`src/hdl/pdev_pkg.sv`:
```
// Package for the position derivative EMA velocity unit.
// Holds field widths, register indexes, fixed constants and the sequencer state type.
// No dependencies.
`default_nettype none

package pdev_pkg;

  localparam int POS_W      = 16;
  localparam int DELTA_W    = 17;
  localparam int STAMP_W    = 32;
  localparam int GAP_W      = 16;
  localparam int ALPHA_W    = 17;
  localparam int ACC_W      = 40;
  localparam int OUT_W      = 16;
  localparam int SCALE_W    = 10;
  localparam int SCALE      = 1000;
  localparam int OUT_MAX    = 32767;
  localparam int OUT_MIN    = -32768;
  localparam int LANES      = 2;
  localparam int IN_DATA_W  = 64;
  localparam int OUT_DATA_W = 32;
  localparam int CFG_ADDR_W = 2;

  localparam logic [CFG_ADDR_W-1:0] REG_ALPHA = 2'd0;
  localparam logic [CFG_ADDR_W-1:0] REG_GAP   = 2'd1;

  typedef enum logic [9:0] {
    ST_IDLE  = 10'b00_0000_0001,
    ST_PREP  = 10'b00_0000_0010,
    ST_DIV   = 10'b00_0000_0100,
    ST_ROUND = 10'b00_0000_1000,
    ST_SAT   = 10'b00_0001_0000,
    ST_DIFF  = 10'b00_0010_0000,
    ST_MUL   = 10'b00_0100_0000,
    ST_SUM   = 10'b00_1000_0000,
    ST_NORM  = 10'b01_0000_0000,
    ST_OUT   = 10'b10_0000_0000
  } state_t;

endpackage

`default_nettype wire

```
`src/hdl/position_derivative_ema_velocity_unit.sv`:
```
// Top level of the position derivative EMA velocity unit.
// Uses pdev_pkg for widths, register indexes and the state type.
// Bit-serial divider and bit-serial alpha multiplier, two lanes (x, y).
//
// Usage:
//   Input stream: one request per position sample; tdata carries x, y and the
//   timestamp, tuser the visibility flag. Output stream: one request per sample
//   with both velocities in mm/s and the estimate-valid flag.
//   Configuration: cfg_wr_en with cfg_addr selects alpha (0) or max gap (1);
//   write only while the unit is idle.
//   Invisible, seeding, stale and over-gap samples go straight to the output
//   state; a derivative passes through prepare, divide, round and saturate,
//   and a blended sample further through difference, multiply, sum and
//   normalise. The divider yields one quotient bit per cycle over the
//   26 + VEL_FRAC_BITS bit numerator, and the blend multiplier takes one
//   alpha bit per cycle; both lanes run side by side.
//   One sample is in work at a time; the next is taken once its result sits in
//   the output register, even while that result waits on out_tready.
//   A stalled receiver holds the result; the unit finishes the next sample and
//   then waits in its output state until the register is free.
//   Reset clears the tracked point, the estimate and restores alpha 26214 and
//   max gap 200 ms.
`default_nettype none

module position_derivative_ema_velocity_unit #(
  parameter int VEL_FRAC_BITS   = 8,
  parameter int ALPHA_FRAC_BITS = 16
) (
  input  logic                              clk,
  input  logic                              rst_n,
  input  logic                              in_tvalid,
  output logic                              in_tready,
  // pos_x_mm [15:0], pos_y_mm [31:16], stamp_ms [63:32]
  input  logic [pdev_pkg::IN_DATA_W-1:0]    in_tdata,
  // seen [0]
  input  logic                              in_tuser,
  output logic                              out_tvalid,
  input  logic                              out_tready,
  // vel_x_out [15:0], vel_y_out [31:16]
  output logic [pdev_pkg::OUT_DATA_W-1:0]   out_tdata,
  // estimate_ok [0]
  output logic                              out_tuser,
  input  logic                              cfg_wr_en,
  input  logic [pdev_pkg::CFG_ADDR_W-1:0]   cfg_addr,
  input  logic [pdev_pkg::ALPHA_W-1:0]      cfg_wdata
);

  import pdev_pkg::*;

  localparam int PRODK_W = POS_W + SCALE_W;
  localparam int NUM_W   = PRODK_W + VEL_FRAC_BITS;
  localparam int QR_W    = NUM_W + 1;
  localparam int EXT_W   = (QR_W > ACC_W) ? QR_W : ACC_W;
  localparam int CNT_W   = $clog2(NUM_W);
  localparam int A_W     = ALPHA_FRAC_BITS + 1;
  localparam int DIFF_W  = ACC_W + 1;
  localparam int PROD_W  = DIFF_W + A_W;

  localparam logic [EXT_W-1:0]          MAG_LIM = EXT_W'(1) << (ACC_W - 1);
  localparam logic [EXT_W-1:0]          POS_LIM = MAG_LIM - EXT_W'(1);
  localparam logic [ALPHA_W-1:0]        ONE_A   = ALPHA_W'(1) << ALPHA_FRAC_BITS;
  localparam logic signed [PROD_W-1:0]  HALF_A  = PROD_W'(1) <<< (ALPHA_FRAC_BITS - 1);
  localparam logic signed [ACC_W:0]     HALF_V  = (ACC_W + 1)'(1) <<< (VEL_FRAC_BITS - 1);
  localparam logic signed [ACC_W:0]     OUT_HI  = (ACC_W + 1)'(OUT_MAX);
  localparam logic signed [ACC_W:0]     OUT_LO  = (ACC_W + 1)'(OUT_MIN);

  function automatic logic [OUT_W-1:0] to_out(input logic signed [ACC_W-1:0] v);
    logic signed [ACC_W:0] ve;
    logic signed [ACC_W:0] rs;
    logic signed [ACC_W:0] sh;
    logic [OUT_W-1:0]      res;
    ve = (ACC_W + 1)'(v);
    rs = ve + HALF_V - $signed({{ACC_W{1'b0}}, v[ACC_W-1]});
    sh = rs >>> VEL_FRAC_BITS;
    priority if (sh > OUT_HI) begin
      res = OUT_W'(OUT_HI);
    end else if (sh < OUT_LO) begin
      res = OUT_W'(OUT_LO);
    end else begin
      res = OUT_W'(sh);
    end
    return res;
  endfunction

  state_t                    state_r, state_nxt;
  logic [CNT_W-1:0]          cnt_r, cnt_nxt;
  logic                      seeded_r, seeded_nxt;
  logic                      est_r, est_nxt;
  logic signed [POS_W-1:0]   prev_pos_r [LANES];
  logic signed [POS_W-1:0]   prev_pos_nxt [LANES];
  logic [STAMP_W-1:0]        prev_stamp_r, prev_stamp_nxt;
  logic signed [ACC_W-1:0]   acc_r [LANES];
  logic signed [ACC_W-1:0]   acc_nxt [LANES];
  logic [ALPHA_W-1:0]        alpha_r, alpha_nxt;
  logic [GAP_W-1:0]          gap_r, gap_nxt;

  logic [GAP_W-1:0]          dt_r, dt_nxt;
  logic signed [DELTA_W-1:0] delta_r [LANES];
  logic signed [DELTA_W-1:0] delta_nxt [LANES];
  logic [NUM_W-1:0]          num_r [LANES];
  logic [NUM_W-1:0]          num_nxt [LANES];
  logic [GAP_W-1:0]          rem_r [LANES];
  logic [GAP_W-1:0]          rem_nxt [LANES];
  logic [QR_W-1:0]           qr_r [LANES];
  logic [QR_W-1:0]           qr_nxt [LANES];
  logic signed [ACC_W-1:0]   inst_r [LANES];
  logic signed [ACC_W-1:0]   inst_nxt [LANES];
  logic signed [DIFF_W-1:0]  diff_r [LANES];
  logic signed [DIFF_W-1:0]  diff_nxt [LANES];
  logic signed [PROD_W-1:0]  prod_r [LANES];
  logic signed [PROD_W-1:0]  prod_nxt [LANES];
  logic [A_W-1:0]            a_sh_r, a_sh_nxt;

  logic                      out_valid_r, out_valid_nxt;
  logic [OUT_DATA_W-1:0]     out_data_r, out_data_nxt;
  logic                      out_user_r, out_user_nxt;

  logic signed [POS_W-1:0]   pos_in [LANES];
  logic [STAMP_W-1:0]        stamp_in;
  logic [STAMP_W-1:0]        dt_full;
  logic                      in_acc;
  logic                      slot_free;
  logic [GAP_W:0]            trial [LANES];
  logic                      ge [LANES];
  logic [DELTA_W-1:0]        mag [LANES];
  logic [PRODK_W-1:0]        prodk [LANES];
  logic [EXT_W-1:0]          qe [LANES];
  logic signed [PROD_W-1:0]  rs_a [LANES];
  logic signed [PROD_W-1:0]  sh_a [LANES];

  assign pos_in[0] = $signed(in_tdata[POS_W-1:0]);
  assign pos_in[1] = $signed(in_tdata[2*POS_W-1:POS_W]);
  assign stamp_in  = in_tdata[2*POS_W+STAMP_W-1:2*POS_W];
  assign dt_full   = stamp_in - prev_stamp_r;

  assign in_tready  = (state_r == ST_IDLE);
  assign in_acc     = in_tvalid && in_tready;
  assign slot_free  = !out_valid_r || out_tready;
  assign out_tvalid = out_valid_r;
  assign out_tdata  = out_data_r;
  assign out_tuser  = out_user_r;

  always_comb begin
    state_nxt      = state_r;
    cnt_nxt        = cnt_r;
    seeded_nxt     = seeded_r;
    est_nxt        = est_r;
    prev_stamp_nxt = prev_stamp_r;
    alpha_nxt      = alpha_r;
    gap_nxt        = gap_r;
    dt_nxt         = dt_r;
    a_sh_nxt       = a_sh_r;
    out_data_nxt   = out_data_r;
    out_user_nxt   = out_user_r;
    out_valid_nxt  = out_valid_r && !out_tready;

    for (int l = 0; l < LANES; l++) begin
      prev_pos_nxt[l] = prev_pos_r[l];
      acc_nxt[l]      = acc_r[l];
      delta_nxt[l]    = delta_r[l];
      num_nxt[l]      = num_r[l];
      rem_nxt[l]      = rem_r[l];
      qr_nxt[l]       = qr_r[l];
      inst_nxt[l]     = inst_r[l];
      diff_nxt[l]     = diff_r[l];
      prod_nxt[l]     = prod_r[l];

      trial[l] = {rem_r[l], num_r[l][NUM_W-1]};
      ge[l]    = trial[l] >= {1'b0, dt_r};
      mag[l]   = delta_r[l][DELTA_W-1] ? DELTA_W'(-delta_r[l]) : DELTA_W'(delta_r[l]);
      prodk[l] = PRODK_W'(mag[l][POS_W-1:0]) * PRODK_W'(SCALE);
      qe[l]    = EXT_W'(qr_r[l]);
      rs_a[l]  = prod_r[l] + HALF_A
               - $signed({{(PROD_W-1){1'b0}}, prod_r[l][PROD_W-1]});
      sh_a[l]  = rs_a[l] >>> ALPHA_FRAC_BITS;
    end

    if (cfg_wr_en) begin
      unique case (cfg_addr)
        REG_ALPHA: alpha_nxt = cfg_wdata;
        REG_GAP:   gap_nxt   = cfg_wdata[GAP_W-1:0];
        default:   ;
      endcase
    end

    unique case (state_r)
      ST_IDLE: begin
        if (in_acc) begin
          state_nxt = ST_OUT;
          priority if (!in_tuser) begin
            seeded_nxt     = 1'b0;
            est_nxt        = 1'b0;
            prev_stamp_nxt = '0;
            for (int l = 0; l < LANES; l++) begin
              prev_pos_nxt[l] = '0;
              acc_nxt[l]      = '0;
            end
          end else if (!seeded_r) begin
            seeded_nxt     = 1'b1;
            est_nxt        = 1'b0;
            prev_stamp_nxt = stamp_in;
            for (int l = 0; l < LANES; l++) begin
              prev_pos_nxt[l] = pos_in[l];
              acc_nxt[l]      = '0;
            end
          end else if (stamp_in <= prev_stamp_r) begin
            // hold the estimate
          end else if (dt_full > STAMP_W'(gap_r)) begin
            est_nxt        = 1'b0;
            prev_stamp_nxt = stamp_in;
            for (int l = 0; l < LANES; l++) begin
              prev_pos_nxt[l] = pos_in[l];
              acc_nxt[l]      = '0;
            end
          end else begin
            state_nxt      = ST_PREP;
            dt_nxt         = dt_full[GAP_W-1:0];
            prev_stamp_nxt = stamp_in;
            for (int l = 0; l < LANES; l++) begin
              delta_nxt[l]    = DELTA_W'(pos_in[l]) - DELTA_W'(prev_pos_r[l]);
              prev_pos_nxt[l] = pos_in[l];
            end
          end
        end
      end
      ST_PREP: begin
        cnt_nxt   = '0;
        state_nxt = ST_DIV;
        for (int l = 0; l < LANES; l++) begin
          num_nxt[l] = {prodk[l], {VEL_FRAC_BITS{1'b0}}};
          rem_nxt[l] = '0;
        end
      end
      ST_DIV: begin
        cnt_nxt = cnt_r + CNT_W'(1);
        for (int l = 0; l < LANES; l++) begin
          rem_nxt[l] = ge[l] ? GAP_W'(trial[l] - {1'b0, dt_r}) : trial[l][GAP_W-1:0];
          num_nxt[l] = {num_r[l][NUM_W-2:0], ge[l]};
        end
        if (cnt_r == CNT_W'(NUM_W - 1)) begin
          state_nxt = ST_ROUND;
        end
      end
      ST_ROUND: begin
        state_nxt = ST_SAT;
        for (int l = 0; l < LANES; l++) begin
          qr_nxt[l] = {1'b0, num_r[l]}
                    + QR_W'({rem_r[l], 1'b0} >= {1'b0, dt_r});
        end
      end
      ST_SAT: begin
        for (int l = 0; l < LANES; l++) begin
          if (delta_r[l][DELTA_W-1]) begin
            inst_nxt[l] = -ACC_W'((qe[l] > MAG_LIM) ? MAG_LIM : qe[l]);
          end else begin
            inst_nxt[l] = ACC_W'((qe[l] > POS_LIM) ? POS_LIM : qe[l]);
          end
        end
        if (est_r) begin
          state_nxt = ST_DIFF;
        end else begin
          state_nxt = ST_OUT;
          est_nxt   = 1'b1;
          for (int l = 0; l < LANES; l++) begin
            acc_nxt[l] = inst_nxt[l];
          end
        end
      end
      ST_DIFF: begin
        state_nxt = ST_MUL;
        cnt_nxt   = '0;
        a_sh_nxt  = (alpha_r > ONE_A) ? A_W'(ONE_A) : alpha_r[A_W-1:0];
        for (int l = 0; l < LANES; l++) begin
          diff_nxt[l] = DIFF_W'(inst_r[l]) - DIFF_W'(acc_r[l]);
          prod_nxt[l] = '0;
        end
      end
      ST_MUL: begin
        cnt_nxt  = cnt_r + CNT_W'(1);
        a_sh_nxt = a_sh_r << 1;
        for (int l = 0; l < LANES; l++) begin
          prod_nxt[l] = (prod_r[l] <<< 1)
                      + (a_sh_r[A_W-1] ? PROD_W'(diff_r[l]) : PROD_W'(0));
        end
        if (cnt_r == CNT_W'(A_W - 1)) begin
          state_nxt = ST_SUM;
        end
      end
      ST_SUM: begin
        state_nxt = ST_NORM;
        for (int l = 0; l < LANES; l++) begin
          prod_nxt[l] = prod_r[l] + (PROD_W'(acc_r[l]) <<< ALPHA_FRAC_BITS);
        end
      end
      ST_NORM: begin
        state_nxt = ST_OUT;
        for (int l = 0; l < LANES; l++) begin
          acc_nxt[l] = ACC_W'(sh_a[l]);
        end
      end
      ST_OUT: begin
        if (slot_free) begin
          state_nxt     = ST_IDLE;
          out_valid_nxt = 1'b1;
          out_user_nxt  = est_r;
          out_data_nxt  = est_r ? {to_out(acc_r[1]), to_out(acc_r[0])} : '0;
        end
      end
      default: state_nxt = ST_IDLE;
    endcase
  end

  always_ff @(posedge clk) begin
    if (!rst_n) begin
      state_r      <= ST_IDLE;
      cnt_r        <= '0;
      seeded_r     <= 1'b0;
      est_r        <= 1'b0;
      prev_stamp_r <= '0;
      alpha_r      <= ALPHA_W'(26214);
      gap_r        <= GAP_W'(200);
      out_valid_r  <= 1'b0;
      for (int l = 0; l < LANES; l++) begin
        prev_pos_r[l] <= '0;
        acc_r[l]      <= '0;
      end
    end else begin
      state_r      <= state_nxt;
      cnt_r        <= cnt_nxt;
      seeded_r     <= seeded_nxt;
      est_r        <= est_nxt;
      prev_stamp_r <= prev_stamp_nxt;
      alpha_r      <= alpha_nxt;
      gap_r        <= gap_nxt;
      out_valid_r  <= out_valid_nxt;
      for (int l = 0; l < LANES; l++) begin
        prev_pos_r[l] <= prev_pos_nxt[l];
        acc_r[l]      <= acc_nxt[l];
      end
    end
  end

  always_ff @(posedge clk) begin
    dt_r       <= dt_nxt;
    a_sh_r     <= a_sh_nxt;
    out_data_r <= out_data_nxt;
    out_user_r <= out_user_nxt;
    for (int l = 0; l < LANES; l++) begin
      delta_r[l] <= delta_nxt[l];
      num_r[l]   <= num_nxt[l];
      rem_r[l]   <= rem_nxt[l];
      qr_r[l]    <= qr_nxt[l];
      inst_r[l]  <= inst_nxt[l];
      diff_r[l]  <= diff_nxt[l];
      prod_r[l]  <= prod_nxt[l];
    end
  end

`ifndef SYNTH
  a_out_hold: assert property (@(posedge clk) disable iff (!rst_n)
    (state_r == ST_OUT && out_valid_r && !out_tready) |=> (state_r == ST_OUT))
    else $error("result dropped while output register busy");

  a_zero_when_invalid: assert property (@(posedge clk) disable iff (!rst_n)
    (out_tvalid && !out_tuser) |-> (out_tdata == '0))
    else $error("nonzero velocity without valid estimate");

  a_div_count: assert property (@(posedge clk) disable iff (!rst_n)
    (state_r == ST_DIV) |-> (cnt_r <= CNT_W'(NUM_W - 1)))
    else $error("divider count overrun");

  a_unseen_clears: assert property (@(posedge clk) disable iff (!rst_n)
    (in_tvalid && in_tready && !in_tuser) |=> (state_r == ST_OUT && !est_r && !seeded_r))
    else $error("invisible sample did not clear the track");

  a_valid_needs_seed: assert property (@(posedge clk) disable iff (!rst_n)
    est_r |-> seeded_r)
    else $error("estimate valid without a seeded point");
`endif

endmodule

`default_nettype wire
```
`config.mk`:
```
export PLATFORM = sky130hd
export DESIGN_NAME = position_derivative_ema_velocity_unit
export DESIGN_NICKNAME = d
export VERILOG_FILES = /design/src/hdl/pdev_pkg.sv /design/src/hdl/position_derivative_ema_velocity_unit.sv
export SDC_FILE = /design/constraint.sdc
export NUM_CORES = 2
export LEC_CHECK = 0
export BUFFER_PORTS_ARGS = -buffer_cell sky130_fd_sc_hd__clkbuf_2
export CAP_MARGIN = 0
export CORE_MARGIN = 3
export CORE_UTILIZATION = 65
export CTS_CLUSTER_SIZE = 8
export DETAILED_ROUTE_END_ITERATION = 6
export PLACE_DENSITY_LB_ADDON = 0.12
export SLEW_MARGIN = 20
export SYNTH_ARGS = -nofsm -noshare
export SYNTH_HDL_FRONTEND = slang
export SYNTH_SLANG_ARGS = --single-unit
```
`constraint.sdc`:
```
create_clock -name clk -period 11.3 [get_ports clk]
set_input_delay 2.26 -clock clk [delete_from_list [all_inputs] [get_ports clk]]
set_output_delay 2.26 -clock clk [all_outputs]
set_load 0.05 [all_outputs]
```
; Word level (Yosys, flattened, before mapping)
; Memory sizes are Yosys's and may differ from the RTL's.
; Cells that the tools add are included.
[totals]
reg_bits = 150
latch_bits = 0
ram_bits = 594
rom_bits = 0
mem_count = 9
[classes]
n_addsub = 26
multipliers = 2
div = 0
order_cmp = 13
eq_ne = 20
shift = 0
n_mux = 69
bitwise = 7
reduce_logical = 21
[memory_table]
columns = memory, depth, width, rd, rd_clocked_by_memory_dff, write_ports, line_no
row1 = prod_r, 2, 58, 2, 0, 2, position_derivative_ema_velocity_unit.sv:110  ; logic signed [PROD_W-1:0] prod_r [LANES];
row2 = diff_r, 2, 41, 2, 0, 2, position_derivative_ema_velocity_unit.sv:108  ; logic signed [DIFF_W-1:0] diff_r [LANES];
row3 = acc_r, 2, 40, 2, 0, 2, position_derivative_ema_velocity_unit.sv:92  ; logic signed [ACC_W-1:0] acc_r [LANES];
row4 = inst_r, 2, 40, 2, 0, 2, position_derivative_ema_velocity_unit.sv:106  ; logic signed [ACC_W-1:0] inst_r [LANES];
row5 = qr_r, 2, 35, 2, 0, 2, position_derivative_ema_velocity_unit.sv:104  ; logic [QR_W-1:0] qr_r [LANES];
row6 = num_r, 2, 34, 2, 0, 2, position_derivative_ema_velocity_unit.sv:100  ; logic [NUM_W-1:0] num_r [LANES];
row7 = +3 memories, --, --, --, --, --, --
[op_table]
columns = operator, count
row1 = 2-to-1 mux 80 bit, 7
row2 = case mux 116 bit (3 select lines), 1
row3 = 2-to-1 mux 32 bit, 8
row4 = 2-to-1 mux 40 bit, 6
row5 = case mux 80 bit (3 select lines), 1
row6 = 2-to-1 mux 34 bit, 6
row7 = case mux 68 bit (2 select lines), 1
row8 = 2-to-1 mux 16 bit, 8
row9 = adder 58 x 56 -> 58 bit, 2
row10 = adder 58 bit, 2
row11 = 2-to-1 mux 58 bit, 2
row12 = adder 56 x 17 -> 56 bit (second input constant), 2
row13 = subtractor 56 x 2 -> 56 bit, 2
row14 = case mux 10 bit (10 select lines), 1
row15 = 2-to-1 mux 10 bit, 9
row16 = adder 40 x 9 -> 41 bit (second input constant), 2
row17 = 2-to-1 mux 82 bit, 1
row18 = subtractor 40 x 40 -> 41 bit, 2
row19 = subtractor 41 x 2 -> 41 bit, 2
row20 = greater-than comparator 35 x 40 -> 1 bit (second input constant), 2
row21 = negation 40 bit, 2
row22 = adder 34 x 1 -> 35 bit, 2
row23 = 2-to-1 mux 70 bit, 1
row24 = greater-or-equal comparator 17 x 16 -> 1 bit, 4
row25 = 48 further kinds, 82

; Longest topological paths before layout
[depth]
ltp_word = 9
mapped_depth = 27

; Worst setup path after synthesis
; Ideal clock, no wire load.
[synth_path]
path_kind = register to register
startpoint = register state_r[1] (netlist name)
endpoint = memory prod_r[0][100] (netlist name) (enable)
arrival_ps = 9729
required_time_ps = 10855
path_slack_ps = 1126
stages_incl_launch_ff = 6
cell_sequence = dfxtp_1 > nor4_1 > nand3_1 > nor3b_1 > nor2_1 > nand2_1
[synth_lines]
columns = item, line_no
row1 = to (decl), position_derivative_ema_velocity_unit.sv:110

==> results.sh <==
export IMPL_status="complete, but fails checks"
export IMPL_violations="DRC"
export IMPL_regArea_um2=20400
export IMPL_mostFrequentLayoutCell="ha_1"
export IMPL_die_h_um=317
export IMPL_setup_tns_ns=0
export IMPL_hold_path_class="register to register"
export IMPL_arrival_ns=8.80
export IMPL_hold_slack_ns=0.461
export IMPL_synthCells=7049
export IMPL_worst_slew_pin_slew_ns=1.05
export IMPL_vias=52746
export IMPL_fin_nets=8011
export IMPL_ant_nets=0
export IMPL_finalSetupViolations=0
export IMPL_htree_num_levels=3
export IMPL_clock_sinks=744
export IMPL_ctsHoldBuffers=0
export IMPL_leakagePower_uw=0.0287
export IMPL_clkPwrFrac_pct=34.3
export IMPL_p_int_uw=5840
export IMPL_clock_latency_ns=0.70
export IMPL_mostFrequentLayoutCells="ha_1 (683), inv_1 (665), a21oi_1 (559), nor2_1 (549), edfxtp_1 (548)"
export IMPL_ctsResizeCount=0
export IMPL_min_period_over_period_pct=73.2
export IMPL_ys_ff_latch=744
export IMPL_power_frac_comb_pct=30.1
export IMPL_multi_input_area_um2=39200
export IMPL_syn_avg_cell_area_um2=8.90
export IMPL_cp_start_kind="input pin"
export IMPL_finalHoldViolCount=0
export IMPL_clockBufferDepth=3
export IMPL_synth_flop_cell="edfxtp_1"
export IMPL_grt_pass1_vias=49767
export IMPL_slew_headroom_pct=29.8
export IMPL_yosysSeqAreaShare_pct=32.5
export IMPL_p_sw_share_pct=33.5
export IMPL_fp_row_count=113
export IMPL_drc=1
export IMPL_yosysUniqueCellTypes=87
export IMPL_finClkSkew_ns=0.0294
export IMPL_cap_viol_max_count=0
export IMPL_maxSlewViolCount=0
export IMPL_crit_required_ns=11.83
export IMPL_post_cts_buffers=0
export IMPL_core_area_um2=95400
export IMPL_drive_gt1_share_pct=4.96
export IMPL_power_switching_uw=2940
export IMPL_worst_path_max_fanout=57
export IMPL_ff2ff_setup_slack_ns=4.36
export IMPL_gp_congestion=0.964
export IMPL_yosys_warnings=0
export IMPL_die_area_um2=100000
export IMPL_die_x_um=317
export IMPL_fillCellCount=7523
export IMPL_first_pass_iters=7
export IMPL_vias_per_cell=6.21
export IMPL_synth_edf_count=548
export IMPL_drt_total_wl_mm=166
export IMPL_root_buffer="clkbuf_16"
export IMPL_max_freq_mhz=121
export IMPL_grt_use_total_pct=32.7
export IMPL_grt_pass1_wl_mm=264
export IMPL_p_seq_share_pct=35.6
export IMPL_rsz0062_at_grt="false"
export IMPL_overflow=0
export IMPL_clk_pin_slew_ns=0.05
export IMPL_crit_type="input pin to register"
export IMPL_wl_per_cell_um=19.6
export IMPL_grt_max_degree=93
export IMPL_synthArstFlopShare_pct=0
export IMPL_vdd_ir_drop_max_mv=0.129
export IMPL_synthesis_area_um2=62800
export IMPL_start_util_pct=65.8
export IMPL_portBuffers=123
export IMPL_power_density_nw_per_um2=130
export IMPL_grt_antenna_before_repair=4
export IMPL_fin_crit_ns=8.27
export IMPL_cts_buffers=104
export IMPL_ios=124
export IMPL_syn_nets=7928
export IMPL_cts_tree="built"
export IMPL_synthToLayoutAreaGrowth_pct=7.94
export IMPL_end_kind="register"
export IMPL_drtIter0Drc=4737
export IMPL_dpl_hpwl_mm=127
==> flip-flops by register name (all words and copies together) (netlist names), 34 cells and up <==
signal,flops
prod_r,116
diff_r,82
acc_r,80
inst_r,80
qr_r,70
num_r,68
delta_r,34
==> cell type report <==
type | count | share of cell area [%]
diodes | 2 | 0.00739
clock buffers | 188 | 4.35
clock inverters | 8 | 0.192
inverters | 669 | 3.73
multi-input cells | 5448 | 57.9
flip-flops and latches | 744 | 30.1
well taps | 1265 | 2.34
repair buffers | 165 | 1.37
==> cells in the mapped netlist (52+ instances only) <==
library cell / instances / area share, %
nand2b_1: 93 / 0.93
o21bai_1: 95 / 1.1
edfxtp_1: 548 / 26
nor2b_1: 88 / 0.88
a22oi_1: 122 / 1.5
inv_1: 668 / 4.0
o21ai_0: 354 / 2.8
and3_1: 75 / 0.75
nand2_1: 520 / 3.1
fa_1: 107 / 3.4
o21a_1: 63 / 0.75
a21o_1: 267 / 3.2
ha_1: 683 / 14
nor3_1: 91 / 0.73
dfxtp_1: 196 / 6.3
nand3_1: 143 / 1.1
and2_1: 124 / 1.2
xor2_1: 195 / 2.7
o31ai_1: 52 / 0.62
a31oi_1: 65 / 0.65
nor2_1: 551 / 3.3
clkbuf_1: 179 / 1.1
nand4_1: 78 / 0.78
o22ai_1: 79 / 0.79
xnor2_1: 435 / 6.1
a211oi_1: 106 / 1.3
a21oi_1: 560 / 4.5
==> routing by layer <==
layer / wire [um] / global-route usage, % / vias to the layer above
li1: - / - / 25638
met1: 74200 / 45.9 / 24971
met2: 74000 / 52.0 / 1782
met3: 12100 / 4.76 / 353
met4: 5750 / 11.0 / 2
met5: 13 / 0 / -
==> power by group through the flow <==
stage | Clock (uW) | Sequential [uW] | Combinational [uW]
2_1_floorplan | 0 | 3150 | 2000
3_3_place_gp | 0 | 3180 | 2530
3_5_place_dp | 0 | 3180 | 2580
4_1_cts | 3060 | 3120 | 2600
5_1_grt | 3170 | 3130 | 2920
6_report | 3010 | 3130 | 2640
==> critical path, cell delays in order <==
cell      delay [ns]
clkbuf_2        0.13
ha_1            0.32
nor2b_1         0.15
o21a_1          0.18
o21ai_0         0.23
a21oi_1         0.15
a21oi_1         0.33
o21ai_0         0.24
o21a_1          0.22
nor2_1          0.11
xnor2_1         0.12
ha_1            0.33
nand4_1         0.14
or3_1           0.42
o21a_1          0.23
or4_1           0.51
or4_1           0.41
nor3_1          0.17
nand4_1         0.13
o41ai_2         0.62
nand2_4         0.53
buf_4           0.47
o21ai_0         0.27
a31oi_1         0.07
==> worst paths after layout <==
| path | start | endpoint | cells after the start |
|---|---|---|---|
| worst max register to register | prev_stamp_r[1]$_SDFFE_PN0P_ | acc_r[0][38]$_SDFFE_PN0P_ | 24 |
| worst min-delay path | gap_r[14]$_SDFFE_PN0P_ | gap_r[14]$_SDFFE_PN0P_ | 2 |
| worst min register to register | gap_r[14]$_SDFFE_PN0P_ | gap_r[14]$_SDFFE_PN0P_ | 2 |
| worst max-delay path | in_tdata[33] | acc_r[0][38]$_SDFFE_PN0P_ | 24 |
==> through the flow <==
stage                     utilization, %  setup slack [ns]  total power (uW)  instance area, um^2  std cells
after floorplan                        -              1.13              5150                62800       7049
after global placement              67.7              2.22              5700                64600       8291
after detailed placement            67.7              2.03              5750                64600       8291
after CTS                           71.0              2.72              8780                67700       8487
after global routing                71.0              2.66              9220                67700       8487
final                               71.0              3.03              8780                67700       8489
==> logic make-up (layout without fill, tap and decap cells) <==
kind of cell               count (synthesis)  in the layout  share of synthesized area, %
adders and majority gates                790            790                          17.0
DFF                                      744            744                          32.5
other                                      0              2                             0
muxes                                     25             25                         0.405
and+or+nand+nor                         1936           1936                          14.8
AOI/OAI and AO/OA                       2067           2067                          21.4
buffers and inverters                    857           1030                          5.14
xor gates and xnor gates                 630            630                          8.79
Power figures use the tool's default switching activity.
